File: config.mk
export PLATFORM = sky130hd
export DESIGN_NAME = sqga_cfg
export DESIGN_NICKNAME = d
export VERILOG_FILES = /design/src/sqga_pkg.sv /design/src/sqga_cfg.sv
export SDC_FILE = /design/constraint.sdc
export NUM_CORES = 1
export LEC_CHECK = 0
export BUFFER_PORTS_ARGS = -buffer_cell sky130_fd_sc_hd__buf_2
export CORE_MARGIN = 5
export CORE_UTILIZATION = 49
export CTS_CLUSTER_SIZE = 30
export DETAILED_ROUTE_END_ITERATION = 7
export GPL_TIMING_DRIVEN = 1
export PLACE_DENSITY = 0.81
export SYNTH_ARGS = -nofsm -noshare
export SYNTH_HDL_FRONTEND = slang
export SYNTH_SLANG_ARGS = --single-unit
export TNS_END_PERCENT = 5
File: constraint.sdc
create_clock -name clk_i -period 1 [get_ports clk_i]
set_input_delay 0 -clock clk_i [delete_from_list [all_inputs] [get_ports clk_i]]
set_output_delay 0 -clock clk_i [all_outputs]
set_load 0.1 [all_outputs]
File: src/sqga_pkg.sv
// shared types, constants and register map of the single qubit gate block
package sqga_pkg;

  localparam int DefMaxQubits = 10;
  localparam int DefAmpWidth  = 16;

  localparam int CoefWidth    = 16;
  localparam int CoefFrac     = CoefWidth - 1;
  localparam int QcWidth      = 4;
  localparam int TargetWidth  = 4;
  localparam int CfgAddrWidth = 3;
  localparam int CfgDataWidth = CoefWidth;

  localparam logic [CfgAddrWidth-1:0] RegQubitCount = 3'd0;
  localparam logic [CfgAddrWidth-1:0] RegTargetBit  = 3'd1;
  localparam logic [CfgAddrWidth-1:0] RegCoefR0C0   = 3'd2;
  localparam logic [CfgAddrWidth-1:0] RegCoefR0C1   = 3'd3;
  localparam logic [CfgAddrWidth-1:0] RegCoefR1C0   = 3'd4;
  localparam logic [CfgAddrWidth-1:0] RegCoefR1C1   = 3'd5;

  localparam logic [QcWidth-1:0]            RstQubitCount = 4'd10;
  localparam logic [TargetWidth-1:0]        RstTargetBit  = 4'd0;
  localparam logic signed [CoefWidth-1:0]   RstCoefR0C0   = 16'sd23170;
  localparam logic signed [CoefWidth-1:0]   RstCoefR0C1   = 16'sd23170;
  localparam logic signed [CoefWidth-1:0]   RstCoefR1C0   = -16'sd23170;
  localparam logic signed [CoefWidth-1:0]   RstCoefR1C1   = 16'sd23170;

  localparam logic ModeLoad    = 1'b0;
  localparam logic ModeCompute = 1'b1;

  typedef struct packed {
    logic [QcWidth-1:0]          qubit_count;
    logic [TargetWidth-1:0]      target_bit;
    logic signed [CoefWidth-1:0] coef_r0c0;
    logic signed [CoefWidth-1:0] coef_r0c1;
    logic signed [CoefWidth-1:0] coef_r1c0;
    logic signed [CoefWidth-1:0] coef_r1c1;
  } cfg_t;

endpackage

File: src/sqga_cfg.sv
// configuration registers of the gate block
module sqga_cfg (
  input  logic                              clk_i,
  input  logic                              rst_ni,
  input  logic                              we_i,
  input  logic [sqga_pkg::CfgAddrWidth-1:0] addr_i,
  input  logic [sqga_pkg::CfgDataWidth-1:0] data_i,
  output sqga_pkg::cfg_t                    cfg_o
);
  import sqga_pkg::*;

  cfg_t cfg_q, cfg_d;

  always_comb begin
    cfg_d = cfg_q;
    if (we_i) begin
      unique case (addr_i)
        RegQubitCount: cfg_d.qubit_count = data_i[QcWidth-1:0];
        RegTargetBit:  cfg_d.target_bit  = data_i[TargetWidth-1:0];
        RegCoefR0C0:   cfg_d.coef_r0c0   = data_i;
        RegCoefR0C1:   cfg_d.coef_r0c1   = data_i;
        RegCoefR1C0:   cfg_d.coef_r1c0   = data_i;
        RegCoefR1C1:   cfg_d.coef_r1c1   = data_i;
        default:       cfg_d = cfg_q;
      endcase
    end
  end

  always_ff @(posedge clk_i or negedge rst_ni) begin
    if (!rst_ni) begin
      cfg_q.qubit_count <= RstQubitCount;
      cfg_q.target_bit  <= RstTargetBit;
      cfg_q.coef_r0c0   <= RstCoefR0C0;
      cfg_q.coef_r0c1   <= RstCoefR0C1;
      cfg_q.coef_r1c0   <= RstCoefR1C0;
      cfg_q.coef_r1c1   <= RstCoefR1C1;
    end else begin
      cfg_q <= cfg_d;
    end
  end

  assign cfg_o = cfg_q;

endmodule

After elaboration in Yosys (flattened, before gate mapping) --
Cells that the tools add are included.
Storage, ports and cells: flip-flop bits (word level) 72, bits of input ports 22, output and inout bits 72, logic and storage cells 18
Cells by class: equality and inequality tests 5, reduce and logical (&&, ||, !) cells 7
Operators with widths (count):
- $reduce_and 2->1 | 6
- $eq 3x2->1 const B | 2
- $eq 3x3->1 const B | 2
- $eq 3x1->1 const B | 1
- $logic_not 3->1 | 1

Logic depth before layout (Yosys ltp) --
Gate-level depths: netlist of run 1.
depth after elaboration 2, depth in mapped cells 4, gate-level depth less buffers 2

Worst setup path after synthesis of run 1 --
Ideal clock, no wire load.
path type reg2reg, start point reg cfg_o[0] (netlist name), end point reg cfg_q (netlist bit cfg_o[0]), setup time 0.126 ns, data arrival time 1.134 ns, data required time 0.874 ns, setup slack -0.260 ns, cell stages (with the launch flop) 2, buffers on the path 0, clock period less this slack 1.260 ns, cells stage by stage dfrtp_1 mux2_2
RTL lines:
- end signal: assignment | RTL line sqga_cfg.sv:38 | cfg_q <= cfg_d;
- end: declaration | RTL line sqga_cfg.sv:12 | cfg_t cfg_q, cfg_d;

Final worst setup path of run 1 --
start point reg cfg_q (netlist bit cfg_o[46]), end point out cfg_o[46] in the netlist's numbering
RTL lines:
- end: declaration | RTL line sqga_cfg.sv:8 | output sqga_pkg::cfg_t cfg_o
No word-level cell between the ends.

==> results of run 1 <==
[logic make-up after synthesis]
kind of cell	Yosys count
mux	72
flops	72
buf+inv	6
simple gates	6
[metrics by stage]
step | utilization | setup TNS [ns]
after floorplan | - | -1.632
after global placement | 0.8723 | -3.597
after detailed placement | 0.8723 | -6.505
after CTS | 0.9362 | -6.119
after global routing | 0.9362 | -7.058
final | 0.9362 | -5.920
[where the power goes]
group	total (mW)	switching, mW	internal, mW
Sequential	5.05	0.864	4.19
Clock	2.14	1.18	0.961
Combinational	8.82	5.70	3.13
[timing repair]
item,in CTS,in global routing
gates resized for setup,0,0
hold buffers,17,0
pin swaps,0,0
setup buffers,1,0
endpoints found under the hold margin,133,0
endpoints found under the setup margin,72,72
[area by class of cell]
cell class,instances,area share
flip-flops and latches,72,0.4092
repair buffers,121,0.3587
multi-input cells,78,0.1808
clock buffers,11,0.02743
well taps,72,0.01748
clock inverters,5,0.006311
[placed cells by master (no fill, tap or decap), drive strengths merged]
| master | n |
|---|---|
| nor4bb | 1 |
| clkbuf | 11 |
| clkinv | 2 |
| nand4b | 2 |
| nor4b | 1 |
| dfstp | 30 |
| clkinvlp | 3 |
| dfrtp | 42 |
| dlygate4sd3 | 17 |
| mux2 | 72 |
| and4bb | 2 |
| buf | 104 |
[metal layers]
metal | GRT usage | routed length, um | up-vias
li1 | - | - | 817
met4 | 0.1209 | 367 | 2
met3 | 0.06117 | 593 | 34
met1 | 0.3501 | 3759 | 1064
met5 | 0 | 13 | -
met2 | 0.5777 | 5873 | 103
[worst paths after layout]
kind | end | slack [ns] | cells after the start
setup reg to reg | cfg_o[9] | 0.04 | 2
min in group clk_i | cfg_o[30] | 0.27 | 4
hold / removal | cfg_o[70] | 0.23 | 3
setup / recovery | cfg_o[46] | -0.18 | 1
hold reg to reg | cfg_o[6] | 0.60 | 1
max in group asynchronous | cfg_o[43] | 0.45 | 3
[Yosys cell counts]
cell / count / area [um^2]
and4bb_1: 2 / 25.02
buf_2: 4 / 20.02
buf_6: 2 / 22.52
dfrtp_1: 42 / 1051
dfstp_2: 30 / 788.3
mux2_2: 72 / 810.8
nand4b_2: 2 / 30.03
nor4b_2: 1 / 15.01
nor4bb_1: 1 / 10.01
==> impl_metrics.csv, run 1 <==
group,metric,value,unit
finish,finalInstanceArea,5155,um^2
sta,max-slew-margin-rel,0.7609,
detailed_routing,wl_per_cell,29.55,um
detailed_routing,drt_iter0_markers,81,
critical_path,cp.arrival,1.18,ns
floorplanning,ios,94,
sta,worst_slew_pin_slew,0.3586,ns
logic_synthesis,synth-seq-cells,72,
detailed_routing,post_drt_via_cell_ratio,5.627,
logic_synthesis,synth.area.mux_share,0.2924,
logic_synthesis,syn_area_per_cell,17.77,um^2
sta,hold_viol,0,
logic_synthesis,netlist-cell-type-count,9,
sta,slew_viol_final,0,
sta,fmax,0.8465,GHz
sta,finalClockSkew,0,ns
place,hpwl,5.724,mm
sta,post-route-min-period,1.181,ns
power,power.leakage,2.129,nW
grt,grt_pass1_vias,2403,
finish,multi_input_area,932.1,um^2
clocking,numCtsBuffers,9,
detailed_routing,drtPass1Iterations,5,
worst_hold_path,hold_class,"primary input to asynchronous set/reset pin",
sta,fin_hold_ws,0.2290,ns
detailed_routing,ant_nets,0,
sta,min_period_over_period,1.181,
logic_synthesis,synthCells,156,
place,placed_area,4803,um^2
grt,gr-usage-all-layers,0.3120,
place,place.gp.congestion,0.7018,
grt,grt_max_degree,73,
detailed_routing,drc,0,
outcome,status,"complete, but fails checks",
grt,overflow,0,
logic_synthesis,yosysSeqAreaShare,0.6634,
clocking,cts_buffer_depth,2,
floorplanning,start_util,0.5035,
finish,layout-drive-gt1-share,0.9303,
logic_synthesis,yosys.area_share.simple,0.02888,
finish,n_antenna_cell,0,
finish,fillers,147,
finish,nets,304,
finish,sequential_cell_area,2110,um^2
finish,final_cells,359,
logic_synthesis,yosys_warnings,0,
floorplanning,die_w,85.22,um
sta,setup_viol,72,
logic_synthesis,synthAdderAreaFrac,0,
critical_path,path_max_fanout,2,
grt,grt_pass1_wl,16.30,mm
finish,area_delta_synth_final,85.92,%
sta,layout_setup_ws,-0.1814,ns
critical_path,crit_buf_inv,1,
place,place_ws,-0.1717,ns
logic_synthesis,synth_top_family_by_area,"multiplexers",
clocking,htree_levels,3,
grt,antenna_found_initial,1,
finish,largest_reg_flops,72,
logic_synthesis,syn_nets,178,
critical_path,critPathLaunchType,"flip-flop",
critical_path,cp_cell_sequence,"buf_12",
critical_path,path_class,"flip-flop to output pin",
logic_synthesis,synthXorXnorAreaFrac,0,
logic_synthesis,synth_compound_area_frac,0,
floorplanning,num_rows,27,
floorplanning,fp.dieH,85.22,um
critical_path,rr_startpoint,"cfg_o[9]",
run,drv_cap,0,
detailed_routing,totalWireLength,10.61,mm
place,placed_cells,325,
clocking,cts.sinks,72,
critical_path,path_delay_family,"flip-flops",
power,power_density,3107,nW/um^2
critical_path,slowest_delay,0.65,ns
place,port_buffers,93,
detailed_routing,num_vias,2020,
outcome,violations,"setup timing",
critical_path,cp-startpoint,"cfg_o[46]",
clocking,cts-root-buf,"clkbuf_8",
power,vdd_drop_max,2.747,mV
power,p_total,16.02,mW
floorplanning,core,5507,um^2
floorplanning,die_area,7262,um^2
clocking,path_clk_slew,0.09,ns
critical_path,cp_data_required_time,1.00,ns
critical_path,cp_slowest_cell,"dfstp_4",
clocking,tritoncts,"done",
sta,rsz0062_at_grt,"yes",
critical_path,end_kind,"output pin",
logic_synthesis,post_synth_instance_area,2773,um^2
clocking,clock_latency,0.35,ns
No activity file was read; power rests on OpenSTA's default activity.
==> run 2: changes to the inputs <==
- SKIP_CTS_REPAIR_TIMING: not set -> 1
==> impl_metrics.csv, run 2 (synthesis results as in run 1) <==
group,metric,value,unit
finish,post-route-util,0.9307,
finish,layout-drive-gt1-share,0.9401,
finish,largest_reg_flops,72,
clocking,numCtsBuffers,9,
detailed_routing,num_vias,1982,
finish,n_antenna_cell,0,
finish,area_delta_synth_final,84.84,%
sta,max-slew-margin-rel,0.7567,
floorplanning,fp.dieH,85.22,um
sta,worst_slew_pin_slew,0.3650,ns
sta,min_period_over_period,1.193,
detailed_routing,wl_per_cell,30.33,um
finish,layout_common_cells,"buf_12 (76), mux2_2 (65), dfrtp_4 (42)",
clocking,clock_latency,0.36,ns
clocking,cts_buffer_depth,2,
critical_path,cp_cell_sequence,"buf_12",
detailed_routing,ant_nets,0,
power,power.leakage,2.117,nW
outcome,status,"complete, but fails checks",
place,place.gp.congestion,0.7018,
grt,antenna_found_initial,0,
finish,nets,301,
sta,hold_viol,1,
clocking,cts.sinks,72,
critical_path,path_max_fanout,2,
detailed_routing,drt_iter0_markers,151,
detailed_routing,met2_wirelength,5.799,mm
grt,grt_pass1_wl,14.18,mm
worst_hold_path,hold_class,"primary input to flip-flop",
place,hpwl,5.724,mm
floorplanning,die_area,7262,um^2
floorplanning,num_rows,27,
finish,finalInstanceArea,5125,um^2
critical_path,cp.arrival,1.19,ns
clocking,path_clk_slew,0.09,ns
critical_path,cp.depth,1,
place,port_buffers,93,
sta,finalClockSkew,0,ns
run,drv_cap,0,
detailed_routing,drtPass1Iterations,4,
floorplanning,start_util,0.5035,
finish,fillers,168,
floorplanning,core,5507,um^2
grt,overflow,0,
clocking,cts-root-buf,"clkbuf_8",
sta,setup_viol,72,
power,vdd_drop_max,2.755,mV
critical_path,end_kind,"output pin",
floorplanning,ios,94,
critical_path,path_delay_family,"flip-flops",
place,placed_area,4803,um^2
critical_path,slowest_delay,0.66,ns
critical_path,path_class,"flip-flop to output pin",
critical_path,rr_worst_depth,2,
grt,grt_max_degree,73,
power,p_total,16.06,mW
grt,gr-usage-all-layers,0.2693,
grt,grt_pass1_vias,2174,
detailed_routing,met1Wirelength,4.096,mm
critical_path,cp_slowest_cell,"dfstp_4",
clocking,htree_levels,3,
outcome,violations,"hold timing, setup timing",
sta,slew_viol_final,0,
detailed_routing,drc,0,
sta,fin_setup_tns,-6.096,ns
finish,final_common_cell,"buf_12",
critical_path,cp_data_required_time,1.00,ns
sta,layout_setup_ws,-0.1933,ns
worst_hold_path,holdPathStages,2,
critical_path,crit_buf_inv,1,
clocking,tritoncts,"done",
sta,fmax,0.8380,GHz
sta,rsz0062_at_grt,"yes",
power,power_density,3133,nW/um^2
detailed_routing,totalWireLength,10.80,mm
floorplanning,die_w,85.22,um
sta,fin_hold_ws,-0.001882,ns
detailed_routing,dr_wl_met3,548,um
detailed_routing,top_layer_used,"met4",
critical_path,critPathLaunchType,"flip-flop",
sta,post-route-min-period,1.193,ns
detailed_routing,post_drt_via_cell_ratio,5.567,
[run 2: final cells by class]
class | instances | area (um^2) | share of cell area
sequential | 72 | 2110 | 0.4116
tap | 72 | 90.09 | 0.01758
clock buffer | 11 | 141.4 | 0.02759
multi-input combinational | 78 | 932.1 | 0.1819
timing repair buffer | 118 | 1819 | 0.3550
clock inverter | 5 | 32.53 | 0.006348
[run 2: metal layers]
layer / up-vias / track usage
met5: - / 0
met4: 0 / 0.1237
met3: 22 / 0.05340
met2: 103 / 0.4852
li1: 808 / -
met1: 1049 / 0.3052
[run 2: power by group]
part | switching [mW] | internal [mW] | total (mW)
Sequential | 0.867 | 4.19 | 5.06
Combinational | 5.71 | 3.12 | 8.83
Clock | 1.21 | 0.962 | 2.17
Total | 7.78 | 8.27 | 16.1
[run 2: final timing paths]
path / from / endpoint / slack [ns]
worst max-delay path: cfg_o[7] / cfg_o[7] / -0.19
worst min-delay path: data_i[9] / cfg_o[25] / -0.002
worst max register to register: cfg_o[9] / cfg_o[9] / 0.03
worst min register to register: cfg_o[6] / cfg_o[6] / 0.60
max in group asynchronous: rst_ni / cfg_o[22] / 0.43
min in group asynchronous: rst_ni / cfg_o[37] / 0.23
[run 2: per-stage QoR]
step           cells  worst slack (ns)
6_report         356           -0.1933
5_1_grt          356           -0.2080
4_1_cts          341           -0.1872
3_5_place_dp     325           -0.1717
3_3_place_gp     325           -0.1332
2_1_floorplan    156          -0.02684
