<file path="config.mk">
export PLATFORM = sky130hd
export DESIGN_NAME = sqga_mac
export DESIGN_NICKNAME = d
export VERILOG_FILES = /design/src/sqga_pkg.sv /design/src/sqga_mac.sv
export SDC_FILE = /design/constraint.sdc
export NUM_CORES = 2
export LEC_CHECK = 0
export BUFFER_PORTS_ARGS = -buffer_cell sky130_fd_sc_hd__buf_2
export CAP_MARGIN = 20
export CORE_MARGIN = 2
export CORE_UTILIZATION = 55
export CTS_BUF_LIST = sky130_fd_sc_hd__clkbuf_8 sky130_fd_sc_hd__clkbuf_16
export DETAILED_ROUTE_END_ITERATION = 6
export PLACE_DENSITY = 0.8
export SLEW_MARGIN = 20
export SYNTH_ARGS = -nofsm -noshare
export SYNTH_HDL_FRONTEND = slang
export SYNTH_SLANG_ARGS = --single-unit
</file>
<file path="constraint.sdc">
create_clock -name clk_i -period 10.97 [get_ports clk_i]
set_input_delay 1.6455 -clock clk_i [delete_from_list [all_inputs] [get_ports clk_i]]
set_output_delay 1.6455 -clock clk_i [all_outputs]
set_load 0.02 [all_outputs]
</file>
<file path="src/sqga_pkg.sv">
// shared types, constants and register map of the single qubit gate block
package sqga_pkg;

  localparam int DefMaxQubits = 10;
  localparam int DefAmpWidth  = 16;

  localparam int CoefWidth    = 16;
  localparam int CoefFrac     = CoefWidth - 1;
  localparam int QcWidth      = 4;
  localparam int TargetWidth  = 4;
  localparam int CfgAddrWidth = 3;
  localparam int CfgDataWidth = CoefWidth;

  localparam logic [CfgAddrWidth-1:0] RegQubitCount = 3'd0;
  localparam logic [CfgAddrWidth-1:0] RegTargetBit  = 3'd1;
  localparam logic [CfgAddrWidth-1:0] RegCoefR0C0   = 3'd2;
  localparam logic [CfgAddrWidth-1:0] RegCoefR0C1   = 3'd3;
  localparam logic [CfgAddrWidth-1:0] RegCoefR1C0   = 3'd4;
  localparam logic [CfgAddrWidth-1:0] RegCoefR1C1   = 3'd5;

  localparam logic [QcWidth-1:0]            RstQubitCount = 4'd10;
  localparam logic [TargetWidth-1:0]        RstTargetBit  = 4'd0;
  localparam logic signed [CoefWidth-1:0]   RstCoefR0C0   = 16'sd23170;
  localparam logic signed [CoefWidth-1:0]   RstCoefR0C1   = 16'sd23170;
  localparam logic signed [CoefWidth-1:0]   RstCoefR1C0   = -16'sd23170;
  localparam logic signed [CoefWidth-1:0]   RstCoefR1C1   = 16'sd23170;

  localparam logic ModeLoad    = 1'b0;
  localparam logic ModeCompute = 1'b1;

  typedef struct packed {
    logic [QcWidth-1:0]          qubit_count;
    logic [TargetWidth-1:0]      target_bit;
    logic signed [CoefWidth-1:0] coef_r0c0;
    logic signed [CoefWidth-1:0] coef_r0c1;
    logic signed [CoefWidth-1:0] coef_r1c0;
    logic signed [CoefWidth-1:0] coef_r1c1;
  } cfg_t;

endpackage

</file>
<file path="src/sqga_mac.sv">
// multiply stage and round/saturate output stage of the gate block
module sqga_mac #(
  parameter int IdxWidth = sqga_pkg::DefMaxQubits,
  parameter int AmpWidth = sqga_pkg::DefAmpWidth
) (
  input  logic                                 clk_i,
  input  logic                                 rst_ni,
  input  logic                                 in_valid_i,
  output logic                                 in_ready_o,
  input  logic [IdxWidth-1:0]                  in_idx_i,
  input  logic signed [sqga_pkg::CoefWidth-1:0] in_c0_i,
  input  logic signed [sqga_pkg::CoefWidth-1:0] in_c1_i,
  input  logic [2*AmpWidth-1:0]                in_a0_i,
  input  logic [2*AmpWidth-1:0]                in_a1_i,
  output logic                                 out_valid_o,
  input  logic                                 out_ready_i,
  output logic [IdxWidth-1:0]                  out_idx_o,
  output logic [AmpWidth-1:0]                  out_re_o,
  output logic [AmpWidth-1:0]                  out_im_o,
  output logic                                 out_sat_o
);
  import sqga_pkg::*;

  localparam int ProdW = CoefWidth + AmpWidth;
  localparam int SumW  = ProdW + 1;
  localparam int RndW  = SumW - CoefFrac;
  localparam logic signed [SumW-1:0] Bias =
    SumW'(64'sd1 <<< (CoefFrac - 1));
  localparam logic signed [RndW-1:0] Hi =
    RndW'((64'sd1 <<< (AmpWidth - 1)) - 64'sd1);
  localparam logic signed [RndW-1:0] Lo = -Hi - RndW'(1);

  logic signed [AmpWidth-1:0] a0_re, a0_im, a1_re, a1_im;
  logic signed [ProdW-1:0]    p0re_q, p1re_q, p0im_q, p1im_q;
  logic [IdxWidth-1:0]        idx2_q;
  logic                       v2_q, v3_q;
  logic                       adv3, adv2;

  logic signed [SumW-1:0] sum_re, sum_im;
  logic signed [RndW-1:0] rnd_re, rnd_im;
  logic [AmpWidth-1:0]    sat_re, sat_im;
  logic                   clip_re, clip_im;

  logic [IdxWidth-1:0]    out_idx_q;
  logic [AmpWidth-1:0]    out_re_q, out_im_q;
  logic                   out_sat_q;

  assign a0_re = in_a0_i[AmpWidth-1:0];
  assign a0_im = in_a0_i[2*AmpWidth-1:AmpWidth];
  assign a1_re = in_a1_i[AmpWidth-1:0];
  assign a1_im = in_a1_i[2*AmpWidth-1:AmpWidth];

  assign adv3       = !v3_q || out_ready_i;
  assign adv2       = !v2_q || adv3;
  assign in_ready_o = adv2;

  always_ff @(posedge clk_i) begin
    if (adv2) begin
      p0re_q <= ProdW'(in_c0_i) * ProdW'(a0_re);
      p1re_q <= ProdW'(in_c1_i) * ProdW'(a1_re);
      p0im_q <= ProdW'(in_c0_i) * ProdW'(a0_im);
      p1im_q <= ProdW'(in_c1_i) * ProdW'(a1_im);
      idx2_q <= in_idx_i;
    end
  end

  // exact sum, round half up, clamp
  always_comb begin
    logic signed [SumW-1:0] b_re, b_im;
    sum_re = SumW'(p0re_q) + SumW'(p1re_q);
    sum_im = SumW'(p0im_q) + SumW'(p1im_q);
    b_re   = (sum_re + Bias) >>> CoefFrac;
    b_im   = (sum_im + Bias) >>> CoefFrac;
    rnd_re = b_re[RndW-1:0];
    rnd_im = b_im[RndW-1:0];
    clip_re = (rnd_re > Hi) || (rnd_re < Lo);
    clip_im = (rnd_im > Hi) || (rnd_im < Lo);
    if (rnd_re > Hi) begin
      sat_re = Hi[AmpWidth-1:0];
    end else if (rnd_re < Lo) begin
      sat_re = Lo[AmpWidth-1:0];
    end else begin
      sat_re = rnd_re[AmpWidth-1:0];
    end
    if (rnd_im > Hi) begin
      sat_im = Hi[AmpWidth-1:0];
    end else if (rnd_im < Lo) begin
      sat_im = Lo[AmpWidth-1:0];
    end else begin
      sat_im = rnd_im[AmpWidth-1:0];
    end
  end

  always_ff @(posedge clk_i) begin
    if (adv3) begin
      out_idx_q <= idx2_q;
      out_re_q  <= sat_re;
      out_im_q  <= sat_im;
      out_sat_q <= clip_re || clip_im;
    end
  end

  always_ff @(posedge clk_i or negedge rst_ni) begin
    if (!rst_ni) begin
      v2_q <= 1'b0;
      v3_q <= 1'b0;
    end else begin
      if (adv2) begin
        v2_q <= in_valid_i;
      end
      if (adv3) begin
        v3_q <= v2_q;
      end
    end
  end

  assign out_valid_o = v3_q;
  assign out_idx_o   = out_idx_q;
  assign out_re_o    = out_re_q;
  assign out_im_o    = out_im_q;
  assign out_sat_o   = out_sat_q;

endmodule

</file>
**Word-level counts from Yosys, hierarchy flattened**

Index checks and enable logic that the tools add are counted.

- Flip-flop bits (word level): 183
- Input port bits: 110
- Output and inout bits: 45
- Logic and storage cells: 32

- Add/sub/neg operators: 4
- $mul: 4
- Order comparisons: 4
- Multiplexer cells: 2
- Reductions and logical operators: 7

Operator list:

| cell | count |
|---|---|
| $mul 16x16->32 | 4 |
| $add 32x32->33 | 2 |
| $add 33x16->33 const B | 2 |
| $gt 18x16->1 const B | 2 |
| $lt 18x16->1 const B | 2 |
| $mux 16 | 2 |
| $logic_or 1x1->1 | 5 |
| $logic_not 1->1 | 2 |

**Logic depth before layout (Yosys ltp)**

- Depth in word-level cells: 5
- Gate-level depth with buffers: 24
- Mapped depth without buffers: 23

**Worst setup path after synthesis**

No wires, ideal clock.

- Kind: input -> register
- Start point: input port in_c0_i[15] in the netlist's numbering
- End point: register p0re_q[28], data pin
- Setup time: 0.258 ns
- Arrival: 7.297 ns
- Data required time: 10.712 ns
- Slack: 3.415 ns
- Cell stages on the path: 21
- Path buffers: 1
- Cells stage by stage: clkbuf_1 > nand2_1 > inv_1 > fa_1 > fa_1 > fa_1 > fa_1 > fa_1 > inv_1 > fa_1 > inv_1 > ha_1 > a21o_1 > a21o_1 > a21oi_1 > nand2_1 > a2111oi_0 > nor2_1 > a41oi_1 > nor2b_1 > xnor2_1

- Longest elaborated chain between the ends: 1

RTL lines:

| item | RTL line | RTL |
|---|---|---|
| from (decl) | sqga_mac.sv:11 | `input logic signed [sqga_pkg::CoefWidth-1:0] in_c0_i,` |
| $mul 16x16->32 | sqga_mac.sv:59 | `p0re_q <= ProdW'(in_c0_i) * ProdW'(a0_re);` |
| to (signal assigned) | sqga_mac.sv:59 |  |
| to (decl) | sqga_mac.sv:34 | `logic signed [ProdW-1:0] p0re_q, p1re_q, p0im_q, p1im_q;` |

Every way passes these cells.
A chain may end at the register's enable or synchronous reset.

**Worst setup path in the final report**

- Start point: input port in_c1_i[15] in the netlist's numbering
- End point: register p1re_q[30], data pin

- Longest elaborated chain between the ends: 1

RTL lines:

| item | RTL line | RTL |
|---|---|---|
| from (decl) | sqga_mac.sv:12 | `input logic signed [sqga_pkg::CoefWidth-1:0] in_c1_i,` |
| $mul 16x16->32 | sqga_mac.sv:60 | `p1re_q <= ProdW'(in_c1_i) * ProdW'(a1_re);` |
| to (signal assigned) | sqga_mac.sv:60 |  |
| to (decl) | sqga_mac.sv:34 |  |

Every way passes these cells.

==> results.ini <==
[status]
status=completed

[sta]
setup_viol=0
rsz0062_at_grt=false
fin_crit_sh_pct=72.4
worst_pin_slew_ns=0.857
fin_setup_tns_ns=0
hold_viol=0
fin_ws_ns=3.03
relSlewSlack_pct=42.9
fin_crit_ns=7.94
slew_violations=0
fin_worst_skew_ns=0.0114
fmax_mhz=126

[worst_setup_path]
critical_path_class=input pin to flip-flop
rrSetupSlack_ns=6.99
path_buf_inv=4
crit_slowest_cell=fa_1
cp_top_family=adder cells
cp-start-kind=input pin
cp_max_fo=32
required_ns=11.18
path_common_cell=fa_1
r2r_start=p0re_q[10]$_DFFE_PP_
cp_slowest_stage_delay_ns=0.98
crit_path_cell_trace=buf_2 -> nand2_1 -> inv_1 -> fa_1 -> fa_1 -> fa_1 -> fa_1 -> fa_1 -> inv_1 -> fa_1 -> inv_1 -> ha_1 -> nand3_1 -> nor3_1 -> and4_1 -> a21oi_1 -> o211ai_1 -> nor4_1 -> a311o_1
r2r_end=out_sat_o$_DFFE_PP_
cp_data_arrival_time_ns=8.15
r2r.worst_path.cells=11
cp-end-kind=flip-flop

[yosys]
synth_top_family_by_area=adder cells
yosysWarnings=0
synth_seq_cells=183
synth.distinct_cells=81
synth_xor_xnor_area_share_pct=3.11
synth_area_mm2=0.0479
synth_ff_type=edfxtp_1
synth_edf_count=181
synth_fa_ha_area_share_pct=55.6
synth_cells=4863
synth_mux_area_share_pct=0.0654
async_reset_ff_share_pct=1.09
synthesis.nets=6471
postSynthAreaPerCell_um2=9.84
synth_compound_area_share_pct=5.78
synth_simple_gate_area_share_pct=13.5
seq_area_frac_synth_pct=11.5

[grt]
grt.total_usage_pct=25.4
grt_overflow_total=0
grt_pass1_vias=36900
grt_max_degree=141
antenna_found_initial=5
grt_pass1_wl_mm=182

[cts]
clock_latency_ns=0.45
clk_pin_slew_ns=0.08
numCtsBuffers=17
cts_resized=0
post-cts-setup-buffer-count=0
hold_buffers=0
cts.sinks=183
cts_max_path_buffers=2
ctsRootBufferMaster=clkbuf_16
htreeDepth=4
cts_tree=done

[floorplanning]
core_area_mm2=0.0865
io_pins=155
chipHeight_um=299
rows=108
die_w_um=299
start_util_pct=55.3
die_area_mm2=0.0894

[final_layout]
final_cell_mix=inv_1, fa_1, nand2_1
layout_commonest_cell=inv_1
final_nets=6482
drive_gt1_share_pct=4.69
syn2layout_area_growth_pct=4.59

[worst_hold_path]
hold_class=flip-flop to flip-flop
whs_path_depth=0
holdPathEnd=out_idx_o[2]$_DFFE_PP_
min-delay-start=idx2_q[2]$_DFFE_PP_

[place]
io_buffer_count=154
dpl.hpwl_mm=85.7
pre_cts_ws_ns=2.61
place_congestion=0.915

[drt]
drc=0
first_pass_iters=5
drtIter0Drc=1789
viasPerCell=5.44
wire_per_inst_um=17.8
vias=32900
routed_wl_mm=107
detail-route-antenna-nets=0

[job]
cap_violations=0

## routing by layer
layer,routed length (µm),GRT usage [%],vias to the layer above
met5,45,0,-
met4,3910,9.12,6
met3,6970,3.87,300
met2,55100,44.6,1097
met1,41400,31.8,16800
li1,-,-,14600
## cell type report
type / count / area [µm²]
diodes: 4 / 10.0
fillers: 7178 / 36400
inverters: 1170 / 4390
clock inverters: 15 / 153
flip-flops and latches: 183 / 5490
well taps: 1155 / 1450
repair buffers: 157 / 806
multi-input cells: 3345 / 37300
clock buffers: 17 / 425
## sequential cells by signal (all words and copies together), names as in the netlist
| register | cells |
|---|---|
| out_im_o | 16 |
| out_valid_o | 1 |
| out_re_o | 16 |
| v2_q | 1 |
| p0re_q | 32 |
| p1re_q | 32 |
| p1im_q | 32 |
| p0im_q | 32 |
| idx2_q | 10 |
| out_sat_o | 1 |
| out_idx_o | 10 |
## cells in the mapped netlist, types with 4 or more instances
library cell / instances / area share [%]
and3_1: 10 / 0.13
nor4_1: 4 / 0.052
nand2b_1: 32 / 0.42
nor2_1: 112 / 0.88
nor3_1: 26 / 0.27
edfxtp_1: 181 / 11
xor2_1: 43 / 0.79
ha_1: 450 / 12
o21ai_0: 48 / 0.50
a31oi_1: 6 / 0.078
a211o_1: 6 / 0.11
o21ai_1: 8 / 0.084
nor2b_1: 16 / 0.21
a31o_2: 4 / 0.073
inv_1: 1170 / 9.2
nand3_1: 25 / 0.26
fa_1: 1048 / 44
nand4_1: 10 / 0.13
a21o_1: 89 / 1.4
o211ai_1: 8 / 0.13
o21a_1: 21 / 0.33
or3_1: 9 / 0.12
a21boi_0: 5 / 0.078
a21oi_1: 111 / 1.2
or2_2: 8 / 0.10
o21bai_1: 16 / 0.25
a221o_1: 4 / 0.084
a211oi_1: 14 / 0.22
xnor2_1: 125 / 2.3
nand2_1: 519 / 4.1
and4_1: 6 / 0.11
and2_1: 496 / 6.5
clkbuf_1: 160 / 1.3
## how the worst max path moves through the flow
| stage | startpoint | depth (start not counted) | to |
|---|---|---|---|
| 3_3_place_gp | in_c1_i[7] | 23 | p1re_q[31]$_DFFE_PP_ |
| 3_5_place_dp | in_c0_i[15] | 21 | p0re_q[28]$_DFFE_PP_ |
| 6_report | in_c1_i[15] | 19 | p1re_q[30]$_DFFE_PP_ |
| 4_1_cts | in_c1_i[15] | 19 | p1re_q[30]$_DFFE_PP_ |
| 5_1_grt | in_c1_i[7] | 23 | p1re_q[29]$_DFFE_PP_ |
| 2_1_floorplan | in_c0_i[15] | 21 | p0re_q[28]$_DFFE_PP_ |
## stage by stage
stage | hold WS [ns] | instances | area (µm²) | utilization [%]
2_1_floorplan | 0.400 | 4863 | 47900 | -
3_3_place_gp | 0.404 | 6010 | 49500 | 57.2
3_5_place_dp | 0.406 | 6010 | 49500 | 57.2
4_1_cts | 0.424 | 6042 | 50100 | 57.9
5_1_grt | 0.429 | 6044 | 50100 | 57.9
6_report | 0.423 | 6046 | 50100 | 57.9
## worst register-to-register path: stages, from the launching register on
cell	delay (ns)
edfxtp_1	0.39
ha_1	0.32
ha_1	0.33
nand4_1	0.16
or3_4	0.47
a2111oi_4	0.49
a21oi_4	0.14
o211ai_2	0.27
a21oi_2	0.09
xnor2_1	0.15
o211ai_1	0.65
nand4b_1	0.23
## kinds of logic after synthesis
group                      count (synthesis)
muxes                                      3
buffers and inverters                   1335
DFF                                      183
adders and majority gates               1498
AOI/OAI and AO/OA                        393
xor gates and xnor gates                 169
and+or+nand+nor                         1282
Power is left out: the tool's default activity adds up to more than one toggle a clock period on the data nets, which glitch-free logic cannot reach.
